===== src/bmsi_pkg.sv =====
// types and constants of the bank mapper with scanline irq
// no dependencies; used by every module of the block except bmsi_fifo
package bmsi_pkg;

  localparam int unsigned BANK_W  = 8;
  localparam int unsigned ADDR_W  = 16;
  localparam int unsigned CFG_IDX_W = 2;
  localparam int unsigned CFG_DATA_W = 8;
  localparam int unsigned CHR_REGS = 6;

  typedef enum logic [1:0] {
    KIND_WRITE = 2'd0,
    KIND_TICK  = 2'd1,
    KIND_PRG   = 2'd2,
    KIND_CHR   = 2'd3
  } kind_t;

  typedef enum logic [CFG_IDX_W-1:0] {
    CFG_PRG_BANKS   = 2'd0,
    CFG_FOUR_SCREEN = 2'd1,
    CFG_IRQ_NEW     = 2'd2
  } cfg_idx_t;

  typedef enum logic [3:0] {
    OP_NONE,
    OP_BANK_SELECT,
    OP_BANK_DATA,
    OP_MIRROR,
    OP_WRAM,
    OP_IRQ_LATCH,
    OP_IRQ_RELOAD,
    OP_IRQ_DISABLE,
    OP_IRQ_ENABLE,
    OP_TICK,
    OP_PRG,
    OP_CHR
  } op_t;

  typedef struct packed {
    logic [1:0]        kind;
    logic [ADDR_W-1:0] address;
    logic [7:0]        data;
  } in_item_t;

  typedef struct packed {
    logic [BANK_W-1:0] mapped_bank;
    logic              irq_line;
    logic              mirror_horizontal;
    logic              wram_enable;
    logic              wram_protect;
  } out_item_t;

  // decoded item between front and back
  typedef struct packed {
    op_t        op;
    logic [2:0] win;
    logic [7:0] data;
  } dec_item_t;

  typedef struct packed {
    logic [7:0] prg_rom_16k_banks;
    logic       four_screen;
    logic       irq_new_style;
  } cfg_t;

endpackage


===== src/bmsi_fifo.sv =====
// small register queue with simultaneous push and pop
// generic width and depth; no package dependency
module bmsi_fifo #(
  parameter int unsigned WIDTH = 8,
  parameter int unsigned DEPTH = 2
) (
  input  logic             clk,
  input  logic             rst_n,
  input  logic             push,
  input  logic [WIDTH-1:0] wdata,
  output logic             full,
  input  logic             pop,
  output logic [WIDTH-1:0] rdata,
  output logic             empty
);
  localparam int unsigned PTR_W = $clog2(DEPTH);
  localparam int unsigned CNT_W = $clog2(DEPTH + 1);
  localparam logic [PTR_W-1:0] PTR_LAST = PTR_W'(DEPTH - 1);
  localparam logic [CNT_W-1:0] CNT_FULL = CNT_W'(DEPTH);

  logic [WIDTH-1:0] mem_r [DEPTH];
  logic [PTR_W-1:0] wr_ptr_r, wr_ptr_nxt, rd_ptr_r, rd_ptr_nxt;
  logic [CNT_W-1:0] count_r, count_nxt;
  logic do_push, do_pop;

  assign full    = (count_r == CNT_FULL);
  assign empty   = (count_r == '0);
  assign do_push = push && !full;
  assign do_pop  = pop && !empty;
  assign rdata   = mem_r[rd_ptr_r];

  always_comb begin
    wr_ptr_nxt = wr_ptr_r;
    rd_ptr_nxt = rd_ptr_r;
    count_nxt  = count_r;
    if (do_push) begin
      wr_ptr_nxt = (wr_ptr_r == PTR_LAST) ? '0 : wr_ptr_r + 1'b1;
    end
    if (do_pop) begin
      rd_ptr_nxt = (rd_ptr_r == PTR_LAST) ? '0 : rd_ptr_r + 1'b1;
    end
    if (do_push && !do_pop) begin
      count_nxt = count_r + 1'b1;
    end else if (do_pop && !do_push) begin
      count_nxt = count_r - 1'b1;
    end
  end

  always_ff @(posedge clk) begin
    if (!rst_n) begin
      wr_ptr_r <= '0;
      rd_ptr_r <= '0;
      count_r  <= '0;
    end else begin
      wr_ptr_r <= wr_ptr_nxt;
      rd_ptr_r <= rd_ptr_nxt;
      count_r  <= count_nxt;
    end
  end

  always_ff @(posedge clk) begin
    if (do_push) begin
      mem_r[wr_ptr_r] <= wdata;
    end
  end

  a_count_bound: assert property (@(posedge clk) disable iff (!rst_n)
    count_r <= CNT_FULL) else $error("queue count beyond depth");
  a_push_only: assert property (@(posedge clk) disable iff (!rst_n)
    (do_push && !do_pop) |=> count_r == $past(count_r) + 1'b1)
    else $error("push did not grow queue");
  a_pop_only: assert property (@(posedge clk) disable iff (!rst_n)
    (do_pop && !do_push) |=> count_r == $past(count_r) - 1'b1)
    else $error("pop did not shrink queue");

endmodule


===== src/bmsi_front.sv =====
// front end: classifies an incoming item into a decoded operation
// depends on bmsi_pkg
module bmsi_front (
  input  bmsi_pkg::in_item_t  item,
  output bmsi_pkg::dec_item_t dec
);
  import bmsi_pkg::*;

  always_comb begin
    dec.win  = 3'd0;
    dec.data = item.data;
    dec.op   = OP_NONE;
    unique case (kind_t'(item.kind))
      KIND_WRITE: begin
        if (item.address[15]) begin
          unique case ({item.address[14:13], item.address[0]})
            3'b000: dec.op = OP_BANK_SELECT;
            3'b001: dec.op = OP_BANK_DATA;
            3'b010: dec.op = OP_MIRROR;
            3'b011: dec.op = OP_WRAM;
            3'b100: dec.op = OP_IRQ_LATCH;
            3'b101: dec.op = OP_IRQ_RELOAD;
            3'b110: dec.op = OP_IRQ_DISABLE;
            3'b111: dec.op = OP_IRQ_ENABLE;
            default: dec.op = OP_NONE;
          endcase
        end
      end
      KIND_TICK: dec.op = OP_TICK;
      KIND_PRG: begin
        if (item.address[15]) begin
          dec.op  = OP_PRG;
          dec.win = {1'b0, item.address[14:13]};
        end
      end
      KIND_CHR: begin
        if (item.address[15:13] == 3'b000) begin
          dec.op  = OP_CHR;
          dec.win = item.address[12:10];
        end
      end
      default: dec.op = OP_NONE;
    endcase
  end

endmodule


===== src/bmsi_back.sv =====
// back end: holds mapper and irq state, executes decoded items
// depends on bmsi_pkg
module bmsi_back (
  input  logic                clk,
  input  logic                rst_n,
  input  bmsi_pkg::cfg_t      cfg,
  input  logic                fire,
  input  bmsi_pkg::dec_item_t dec,
  output bmsi_pkg::out_item_t res
);
  import bmsi_pkg::*;

  logic [7:0] bank_select_r, bank_select_nxt;
  logic [7:0] chr_r [CHR_REGS];
  logic [7:0] chr_nxt [CHR_REGS];
  logic [7:0] r6_r, r6_nxt, r7_r, r7_nxt;
  logic [7:0] counter_r, counter_nxt, latch_r, latch_nxt;
  logic       reload_r, reload_nxt, enabled_r, enabled_nxt;
  logic       asserted_r, asserted_nxt;
  logic       mirror_r, mirror_nxt, wram_on_r, wram_on_nxt, wram_deny_r, wram_deny_nxt;

  logic [7:0] last_bank, penult_bank, prg_sel, chr_sel, bank;
  logic [2:0] slot, chr_idx;
  logic       do_reload;

  assign last_bank   = {cfg.prg_rom_16k_banks[6:0], 1'b0} - 8'd1;
  assign penult_bank = last_bank - 8'd1;

  always_comb begin
    unique case (dec.win[1:0])
      2'd0:    prg_sel = bank_select_r[6] ? penult_bank : r6_r;
      2'd1:    prg_sel = r7_r;
      2'd2:    prg_sel = bank_select_r[6] ? r6_r : penult_bank;
      default: prg_sel = last_bank;
    endcase
  end

  // a12 inversion swaps the two pattern table halves
  assign slot    = dec.win ^ {bank_select_r[7], 2'b00};
  assign chr_idx = slot[2] ? slot - 3'd2 : {2'b00, slot[1]};
  assign chr_sel = chr_r[chr_idx] + {7'd0, ~slot[2] & slot[0]};

  always_comb begin
    unique case (dec.op)
      OP_PRG:  bank = prg_sel;
      OP_CHR:  bank = chr_sel;
      default: bank = 8'd0;
    endcase
  end

  assign do_reload = reload_r || (counter_r == 8'd0);

  always_comb begin
    bank_select_nxt = bank_select_r;
    for (int i = 0; i < CHR_REGS; i++) chr_nxt[i] = chr_r[i];
    r6_nxt        = r6_r;
    r7_nxt        = r7_r;
    counter_nxt   = counter_r;
    latch_nxt     = latch_r;
    reload_nxt    = reload_r;
    enabled_nxt   = enabled_r;
    asserted_nxt  = asserted_r;
    mirror_nxt    = mirror_r;
    wram_on_nxt   = wram_on_r;
    wram_deny_nxt = wram_deny_r;
    unique case (dec.op)
      OP_BANK_SELECT: bank_select_nxt = dec.data;
      OP_BANK_DATA: begin
        unique case (bank_select_r[2:0])
          3'd0, 3'd1: chr_nxt[bank_select_r[2:0]] = {dec.data[7:1], 1'b0};
          3'd6:       r6_nxt = dec.data;
          3'd7:       r7_nxt = dec.data;
          default:    chr_nxt[bank_select_r[2:0]] = dec.data;
        endcase
      end
      OP_MIRROR: begin
        if (!cfg.four_screen) begin
          mirror_nxt = dec.data[0];
        end
      end
      OP_WRAM: begin
        wram_on_nxt   = dec.data[7];
        wram_deny_nxt = dec.data[6];
      end
      OP_IRQ_LATCH: latch_nxt = dec.data;
      OP_IRQ_RELOAD: begin
        reload_nxt  = 1'b1;
        counter_nxt = 8'd0;
      end
      OP_IRQ_DISABLE: begin
        enabled_nxt  = 1'b0;
        asserted_nxt = 1'b0;
      end
      OP_IRQ_ENABLE: enabled_nxt = 1'b1;
      OP_TICK: begin
        counter_nxt = do_reload ? latch_r : counter_r - 8'd1;
        reload_nxt  = 1'b0;
        if (enabled_r && counter_nxt == 8'd0 && (cfg.irq_new_style || !do_reload)) begin
          asserted_nxt = 1'b1;
        end
      end
      default: ;
    endcase
  end

  assign res.mapped_bank       = bank;
  assign res.irq_line          = asserted_nxt;
  assign res.mirror_horizontal = mirror_nxt;
  assign res.wram_enable       = wram_on_nxt;
  assign res.wram_protect      = wram_deny_nxt;

  always_ff @(posedge clk) begin
    if (!rst_n) begin
      bank_select_r <= '0;
      for (int i = 0; i < CHR_REGS; i++) chr_r[i] <= '0;
      r6_r        <= '0;
      r7_r        <= '0;
      counter_r   <= '0;
      latch_r     <= '0;
      reload_r    <= 1'b0;
      enabled_r   <= 1'b0;
      asserted_r  <= 1'b0;
      mirror_r    <= 1'b0;
      wram_on_r   <= 1'b0;
      wram_deny_r <= 1'b0;
    end else if (fire) begin
      bank_select_r <= bank_select_nxt;
      for (int i = 0; i < CHR_REGS; i++) chr_r[i] <= chr_nxt[i];
      r6_r        <= r6_nxt;
      r7_r        <= r7_nxt;
      counter_r   <= counter_nxt;
      latch_r     <= latch_nxt;
      reload_r    <= reload_nxt;
      enabled_r   <= enabled_nxt;
      asserted_r  <= asserted_nxt;
      mirror_r    <= mirror_nxt;
      wram_on_r   <= wram_on_nxt;
      wram_deny_r <= wram_deny_nxt;
    end
  end

  a_irq_ack: assert property (@(posedge clk) disable iff (!rst_n)
    (fire && dec.op == OP_IRQ_DISABLE) |=> !asserted_r && !enabled_r)
    else $error("irq not cleared by acknowledge");
  a_reload: assert property (@(posedge clk) disable iff (!rst_n)
    (fire && dec.op == OP_IRQ_RELOAD) |=> reload_r && counter_r == 8'd0)
    else $error("reload request lost");
  a_chr_even: assert property (@(posedge clk) disable iff (!rst_n)
    !chr_r[0][0] && !chr_r[1][0]) else $error("2k chr bank is odd");
  a_irq_hold: assert property (@(posedge clk) disable iff (!rst_n)
    !fire |=> $stable(asserted_r)) else $error("irq changed without an item");

endmodule


===== src/bank_mapper_with_scanline_irq_unit.sv =====
// top level of the cartridge bank mapper with scanline irq counter
// depends on bmsi_pkg, bmsi_front, bmsi_back and bmsi_fifo
//
// usage:
//   input channel: an item (kind, address, data) is taken when in_push is high
//   and in_full is low. kinds are a cpu register write, an a12 rise tick, a prg
//   translation and a chr translation.
//   result channel: while out_empty is low, out_item holds the oldest result
//   (mapped bank, irq line, mirroring, wram flags); out_pop takes it.
//   config port: cfg_we writes cfg_wdata into the register cfg_index (prg rom
//   size, four screen, irq style); the user must write it only while the block is idle, the block does not enforce it.
// timing:
//   the front classifies an item in the cycle it is taken and queues it in the
//   decode queue; the back executes one queued item per cycle while the result
//   queue has room and registers its result there. one item per cycle sustained
//   while results are popped. a stalled receiver fills the result queue, then
//   the decode queue, then raises in_full; nothing is dropped.
// reset: synchronous rst_n clears all mapper state and both queues and loads
//   the config defaults (2 prg units, no four screen, new irq style).
module bank_mapper_with_scanline_irq_unit #(
  parameter int unsigned DEC_DEPTH = 2,
  parameter int unsigned RES_DEPTH = 2
) (
  input  logic                                clk,
  input  logic                                rst_n,
  input  logic                                in_push,
  input  bmsi_pkg::in_item_t                  in_item,
  output logic                                in_full,
  output logic                                out_empty,
  input  logic                                out_pop,
  output bmsi_pkg::out_item_t                 out_item,
  input  logic                                cfg_we,
  input  logic [bmsi_pkg::CFG_IDX_W-1:0]      cfg_index,
  input  logic [bmsi_pkg::CFG_DATA_W-1:0]     cfg_wdata
);
  import bmsi_pkg::*;

  cfg_t      cfg_r;
  dec_item_t front_dec, back_dec;
  out_item_t back_res;
  logic      dec_empty, res_full, fire;

  always_ff @(posedge clk) begin
    if (!rst_n) begin
      cfg_r.prg_rom_16k_banks <= 8'd2;
      cfg_r.four_screen       <= 1'b0;
      cfg_r.irq_new_style     <= 1'b1;
    end else if (cfg_we) begin
      unique case (cfg_idx_t'(cfg_index))
        CFG_PRG_BANKS:   cfg_r.prg_rom_16k_banks <= cfg_wdata;
        CFG_FOUR_SCREEN: cfg_r.four_screen       <= cfg_wdata[0];
        CFG_IRQ_NEW:     cfg_r.irq_new_style     <= cfg_wdata[0];
        default: ;
      endcase
    end
  end

  bmsi_front u_front (
    .item (in_item),
    .dec  (front_dec)
  );

  bmsi_fifo #(
    .WIDTH ($bits(dec_item_t)),
    .DEPTH (DEC_DEPTH)
  ) u_dec_q (
    .clk   (clk),
    .rst_n (rst_n),
    .push  (in_push),
    .wdata (front_dec),
    .full  (in_full),
    .pop   (fire),
    .rdata (back_dec),
    .empty (dec_empty)
  );

  assign fire = !dec_empty && !res_full;

  bmsi_back u_back (
    .clk   (clk),
    .rst_n (rst_n),
    .cfg   (cfg_r),
    .fire  (fire),
    .dec   (back_dec),
    .res   (back_res)
  );

  bmsi_fifo #(
    .WIDTH ($bits(out_item_t)),
    .DEPTH (RES_DEPTH)
  ) u_res_q (
    .clk   (clk),
    .rst_n (rst_n),
    .push  (fire),
    .wdata (back_res),
    .full  (res_full),
    .pop   (out_pop),
    .rdata (out_item),
    .empty (out_empty)
  );

  a_fire_room: assert property (@(posedge clk) disable iff (!rst_n)
    fire |-> !res_full && !dec_empty) else $error("execute without room");
  a_cfg_default: assert property (@(posedge clk)
    !rst_n |=> cfg_r.prg_rom_16k_banks == 8'd2 && cfg_r.irq_new_style)
    else $error("config reset value wrong");
  a_stall_holds: assert property (@(posedge clk) disable iff (!rst_n)
    (res_full && !out_pop) |=> $stable(out_item)) else $error("result lost on stall");

endmodule

===== config.mk =====
export PLATFORM = sky130hd
export DESIGN_NAME = bank_mapper_with_scanline_irq_unit
export DESIGN_NICKNAME = d
export VERILOG_FILES = /design/src/bmsi_pkg.sv /design/src/bmsi_fifo.sv /design/src/bmsi_front.sv /design/src/bmsi_back.sv /design/src/bank_mapper_with_scanline_irq_unit.sv
export SDC_FILE = /design/constraint.sdc
export NUM_CORES = 1
export LEC_CHECK = 0
export BUFFER_PORTS_ARGS = -buffer_cell sky130_fd_sc_hd__buf_2
export CORE_MARGIN = 8
export CORE_UTILIZATION = 40
export CTS_BUF_LIST = sky130_fd_sc_hd__clkbuf_16
export CTS_CLUSTER_SIZE = 25
export DETAILED_ROUTE_END_ITERATION = 7
export GPL_TIMING_DRIVEN = 1
export MAX_ROUTING_LAYER = met4
export PLACE_DENSITY = 0.59
export SYNTH_ARGS = -nofsm -noshare
export SYNTH_HDL_FRONTEND = slang
export SYNTH_SLANG_ARGS = --single-unit
export TNS_END_PERCENT = 100

===== constraint.sdc =====
create_clock -name clk -period 5.6 [get_ports clk]
set_input_delay 1.4 -clock clk [delete_from_list [all_inputs] [get_ports clk]]
set_output_delay 1.4 -clock clk [all_outputs]
set_load 0.02 [all_outputs]

# Word-level counts from Yosys, hierarchy flattened
# Memory sizes are Yosys's and may differ from the RTL's. A register that Yosys moved wholly into a read port is not among the register bits.
# Cells that the tools add are included.
[word_totals]
mem_bits_ro = 32
word_cells = 171
in_bits = 41
memories = 4
reg_bits = 63
latchBits = 0
output_inout_bits = 14
ram_bits = 102
[op_classes]
n_reduce_logical = 47
n_div = 0
shifts = 0
n_mux = 52
eq_ne = 23
bitwise = 10
magnitude_cmp = 2
n_mul = 0
addsub = 13
[mem_list]
columns = ["name", "depth", "width", "read_ports", "rd_ports_with_merged_regs", "wr", "line_no", "source"]
rows = [
  ["u_back.chr_r", 6, 8, 7, 0, 6, "bmsi_back.sv:14", "logic [7:0] chr_r [CHR_REGS];"],
  ["(name not given)", 8, 4, 1, 0, 0, "bmsi_front.sv:16", "unique case ({item.address[14:13], item.address[0]})"],
  ["u_dec_q.mem_r", 2, 15, 1, 1, 1, "bmsi_fifo.sv:21", "logic [WIDTH-1:0] mem_r [DEPTH];"],
  ["u_res_q.mem_r", 2, 12, 1, 1, 1, "bmsi_fifo.sv:21", ""],
]
[ops]
columns = ["cell", "n"]
rows = [
  ["bitwise mux 48 bit", 2],
  ["one-hot mux 48 bit (2 select lines)", 1],
  ["two-way mux 8 bit", 10],
  ["two-way mux 48 bit", 1],
  ["one-hot mux 8 bit (2 select lines)", 2],
  ["demux 8 bit (select 3 bit)", 1],
  ["one-hot mux 8 bit (3 select lines)", 1],
  ["subtractor 8 x 1 -> 8 bit, second input constant", 3],
  ["two-way mux 1 bit", 21],
  ["== test 4 x 3 -> 1 bit, second input constant", 4],
  ["== test 4 bit, second input constant", 4],
  ["zero test 8 bit", 2],
  ["one-hot mux 4 bit (4 select lines)", 1],
  ["two-way mux 7 bit", 2],
  ["AND reduction 2 bit", 7],
  ["== test 2 bit, second input constant", 6],
  ["logical AND 1 bit", 12],
  ["zero test 2 bit", 5],
  ["zero test 1 bit", 9],
  ["adder 8 x 1 -> 8 bit", 1],
  ["== test 4 x 2 -> 1 bit, second input constant", 2],
  ["two-way mux 2 bit", 4],
  ["nonzero test 2 bit", 4],
  ["== test 2 x 1 -> 1 bit, second input constant", 3],
  ["other kinds (22)", 39],
]

# Longest topological paths before layout
[depth]
ltp_word = 9
depth_mapped = 12
mapped_depth_nobuf = 11

# Modules after synthesis
# From an unflattened synthesis, not the netlist that was laid out.
[unflattened]
hier_cells = 747
area_unflattened_um2 = 8408.1
[by_module_without_submodules]
columns = ["mod", "seq_area_each_um2", "area_each_um2", "instances", "cells_each"]
rows = [
  ["bmsi_back", 2302.2, 5348.9, 1, 535],
  ["bmsi_fifo (u_dec_q)", 1001.0, 1316.3, 1, 72],
  ["bmsi_fifo (u_res_q)", 820.8, 1094.8, 1, 62],
  ["bank_mapper_with_scanline_irq_unit", 200.2, 436.7, 1, 46],
  ["bmsi_front", 0.0, 211.5, 1, 32],
]

# Least setup slack after synthesis
# Ideal clock, no wire load.
[synth_timing]
path_kind = "register to register"
from = "register (tool-made name)"
to = "memory u_back.chr_r[0][0] (enable)"
setup_time_ps = 493
arrival_time_ps = 4198
stages_incl_launch_ff = 6
n_path_buf = 1
path_slack_ps = 909
t_required_ps = 5107
synth_period_minus_slack_ps = 4691
path_cell_list = "dfxtp_1 buf_4 mux2i_1 nand2_1 or3_1 o21ai_0"
[synth_lines]
columns = ["element", "line_no"]
rows = [
  ["end, declared", "bmsi_back.sv:14"],
]

==> flow_summary.yaml <==
status:
  status: "completed"
cts:
  cts-hold-fix-buffers: 0
  cts_resized: 0
  root_buffer: "clkbuf_16"
  clkTransAtPathRegs_ns: 0.07
  cts_buffers: 17
  cts.path.max_buffers: 2
  post_cts_buffers: 0
  cts.htree.levels: 4
  cts_tree: "done"
  insertion_delay_ns: 0.43
  clock-sinks: 164
floorplan:
  initial_core_util: 0.407
  die_area_um2: 25400
  core_area_um2: 20200
  boundaryPins: 55
  dieWidth_um: 159
  row_count: 52
  fp.dieH_um: 159
finish:
  stdcell_area_um2: 9390
  multi_input_area_um2: 3690
  layout_common_cells: "edfxtp_1, nor2_1, nand2_1"
  regArea_um2: 4300
  drive_above_1_share: 0.167
  fin_nets: 870
  num_antenna_cells: 0
  fillerInstances: 1878
  layout_commonest_cell: "edfxtp_1"
  area_delta_synth_final_pct: 14.2
setup_path:
  crit_path_max_fanout: 15
  critPathKind: "register to register"
  ff2ff_setup_slack_ns: 1.91
  r2r-end: "u_res_q.mem_r[1][10]$_DFFE_PP_"
  critical_path_required_ns: 5.77
  crit_path_end_kind: "register"
  r2r_cells: 10
  arrival_ns: 3.86
  cp-start-kind: "register"
timing:
  hold_viol: 0
  fin_crit_sh: 0.659
  finalSetupViolCount: 0
  tns_ns: 0
  worstMarginPinSlew_ns: 1.20
  fin_skew_ns: 0.0160
  slew_headroom: 0.176
  min_period_ns: 3.69
  fmax_ghz: 0.271
  finalMaxSlewViolations: 0
  rsz0062_at_grt: "false"
synth:
  syn_nets: 833
  ys_ff_latch: 164
  synthCells: 784
  synth_cell_types: 60
  yosysWarnings: 0
  synthArstFlopShare: 0
  synth.avg_cell_area_um2: 10.5
  synth-edff-count: 102
  yosysSeqAreaShare: 0.523
  syn_area_um2: 8230
  synth_flop_cell: "edfxtp_1"
placed_design:
  place_area_um2: 8760
  port_buffers: 44
  place_congestion: 0.779
  hpwlAfterDp_um: 12700
hold_path:
  whs_path_depth: 1
  holdPathEnd: "u_back.r7_r[1]$_SDFFE_PN0P_"
  hold_path.class: "register to register"
  min_from: "u_back.r7_r[1]$_SDFFE_PN0P_"
drt:
  vias_per_cell: 5.31
  drt-total-wl_um: 19200
  dr_total_vias: 5866
  dr.pass1.iters: 5
  drt-wirelength-per-cell_um: 17.4
  drc: 0
  drt_iter0_markers: 481
  drtAntennaViolNets: 0
global_route:
  grt_antenna_before_repair: 0
  grt_overflow: 0
  grt.total_usage: 0.158
  grt_pass1_wl_um: 31300
  grt_pass1_vias: 5769
  grt_max_degree: 49
power:
  p_per_area_nw_per_um2: 439
  vdd_drop_max_mv: 0.214
  power_w: 0.00412
  p_leak_nw: 3.50
job:
  cap_violations: 0
[worst max path at each step]
stage / start / endpoint / slack [ns] / cells after the start
4_1_cts: register / u_res_q.mem_r[1][10]$_DFFE_PP_ / 1.90 / 10
2_1_floorplan: register / u_back.chr_r[0][0]$_SDFFCE_PN0P_ / 0.91 / 5
5_1_grt: register / u_res_q.mem_r[1][11]$_DFFE_PP_ / 1.63 / 8
3_5_place_dp: register / u_res_q.mem_r[0][10]$_DFFE_PP_ / 1.92 / 10
6_report: register / u_res_q.mem_r[1][10]$_DFFE_PP_ / 1.91 / 10
3_3_place_gp: register / u_res_q.mem_r[0][10]$_DFFE_PP_ / 1.94 / 10
[stage by stage]
step / utilization / hold WS [ns] / cells / worst slack, ns
global placement: 0.433 / 0.454 / 1072 / 1.94
detailed placement: 0.433 / 0.476 / 1072 / 1.92
finish: 0.464 / 0.495 / 1104 / 1.91
CTS: 0.464 / 0.493 / 1104 / 1.90
global route: 0.464 / 0.511 / 1104 / 1.63
floorplan: - / 0.444 / 784 / 0.909
[layer usage]
metal	global-route usage	vias to the layer above	share of wire
met3	0.0349	7	0.041
met1	0.215	2778	0.52
met5	-	-	0
met4	0.0364	0	0.0068
met2	0.235	118	0.44
li1	-	2963	-
[registers in the layout (all words and copies together), names as in the netlist, 5 cells and up, named ones only]
| signal | flops |
|---|---|
| u_dec_q.mem_r | 30 |
| u_res_q.mem_r | 24 |
| u_back.bank_select_r | 5 |
| cfg_r | 9 |
| u_back.r7_r | 8 |
| u_back.latch_r | 8 |
| u_back.counter_r | 8 |
| u_back.chr_r | 48 |
| u_back.r6_r | 8 |
[cell type report]
| cell class | instances | share of cell area |
|---|---|---|
| Clock buffer | 17 | 0.0453 |
| Clock inverter | 15 | 0.0218 |
| Inverter | 18 | 0.00719 |
| Multi-Input combinational cell | 557 | 0.393 |
| Sequential cell | 164 | 0.458 |
| Tap cell | 270 | 0.0360 |
| Timing Repair Buffer | 63 | 0.0386 |
[where the power goes]
part	internal, W	total [W]	switching, W
Sequential	0.00152	0.00164	0.000118
Clock	0.000751	0.00125	0.000497
Combinational	0.000455	0.00124	0.000781
Total	0.00273	0.00412	0.00140
[critical path: stages (launching register included)]
cell,delay [ns]
dfxtp_1,0.77
mux2i_2,0.64
buf_4,0.36
mux2_2,0.36
a21oi_1,0.14
nor3_1,0.09
or2_2,0.31
ha_1,0.25
nor4b_2,0.18
xnor2_1,0.14
o2bb2ai_1,0.17
[logic make-up (layout without fill, tap and decap cells)]
| family | Yosys count | in the layout | synth area share |
|---|---|---|---|
| multiplexers | 55 | 55 | 0.0777 |
| AO/OA/AOI/OAI | 193 | 193 | 0.163 |
| XOR/XNOR | 25 | 25 | 0.0266 |
| AND/OR/NAND/NOR | 276 | 276 | 0.165 |
| flip-flops | 164 | 164 | 0.523 |
| buffers and inverters | 63 | 113 | 0.0324 |
| adder cells (fa/ha/maj) | 8 | 8 | 0.0122 |
[synthesized netlist by cell type (4+ instances only)]
cell | count | area share
nand2_1 | 70 | 0.032
nor3_1 | 15 | 0.0091
a22oi_1 | 6 | 0.0055
dfxtp_1 | 62 | 0.15
a21boi_0 | 4 | 0.0036
inv_1 | 17 | 0.0078
o211a_1 | 17 | 0.021
ha_1 | 8 | 0.012
mux4_2 | 5 | 0.014
nand3_1 | 18 | 0.011
o211ai_1 | 10 | 0.0091
edfxtp_1 | 102 | 0.37
nand3b_1 | 5 | 0.0046
a21oi_1 | 19 | 0.012
and2_1 | 23 | 0.017
o31ai_1 | 6 | 0.0055
or2_2 | 7 | 0.0053
nor2b_1 | 22 | 0.017
nor4_1 | 4 | 0.0030
nor2_1 | 80 | 0.036
or3_1 | 4 | 0.0030
nand2b_1 | 9 | 0.0068
xor2_1 | 10 | 0.011
clkbuf_1 | 34 | 0.016
mux2i_1 | 29 | 0.035
mux2_2 | 21 | 0.029
xnor2_1 | 15 | 0.016
a211oi_1 | 47 | 0.043
nor3b_1 | 9 | 0.0082
o21ai_0 | 53 | 0.032
No activity file was read; power rests on OpenSTA's default activity.
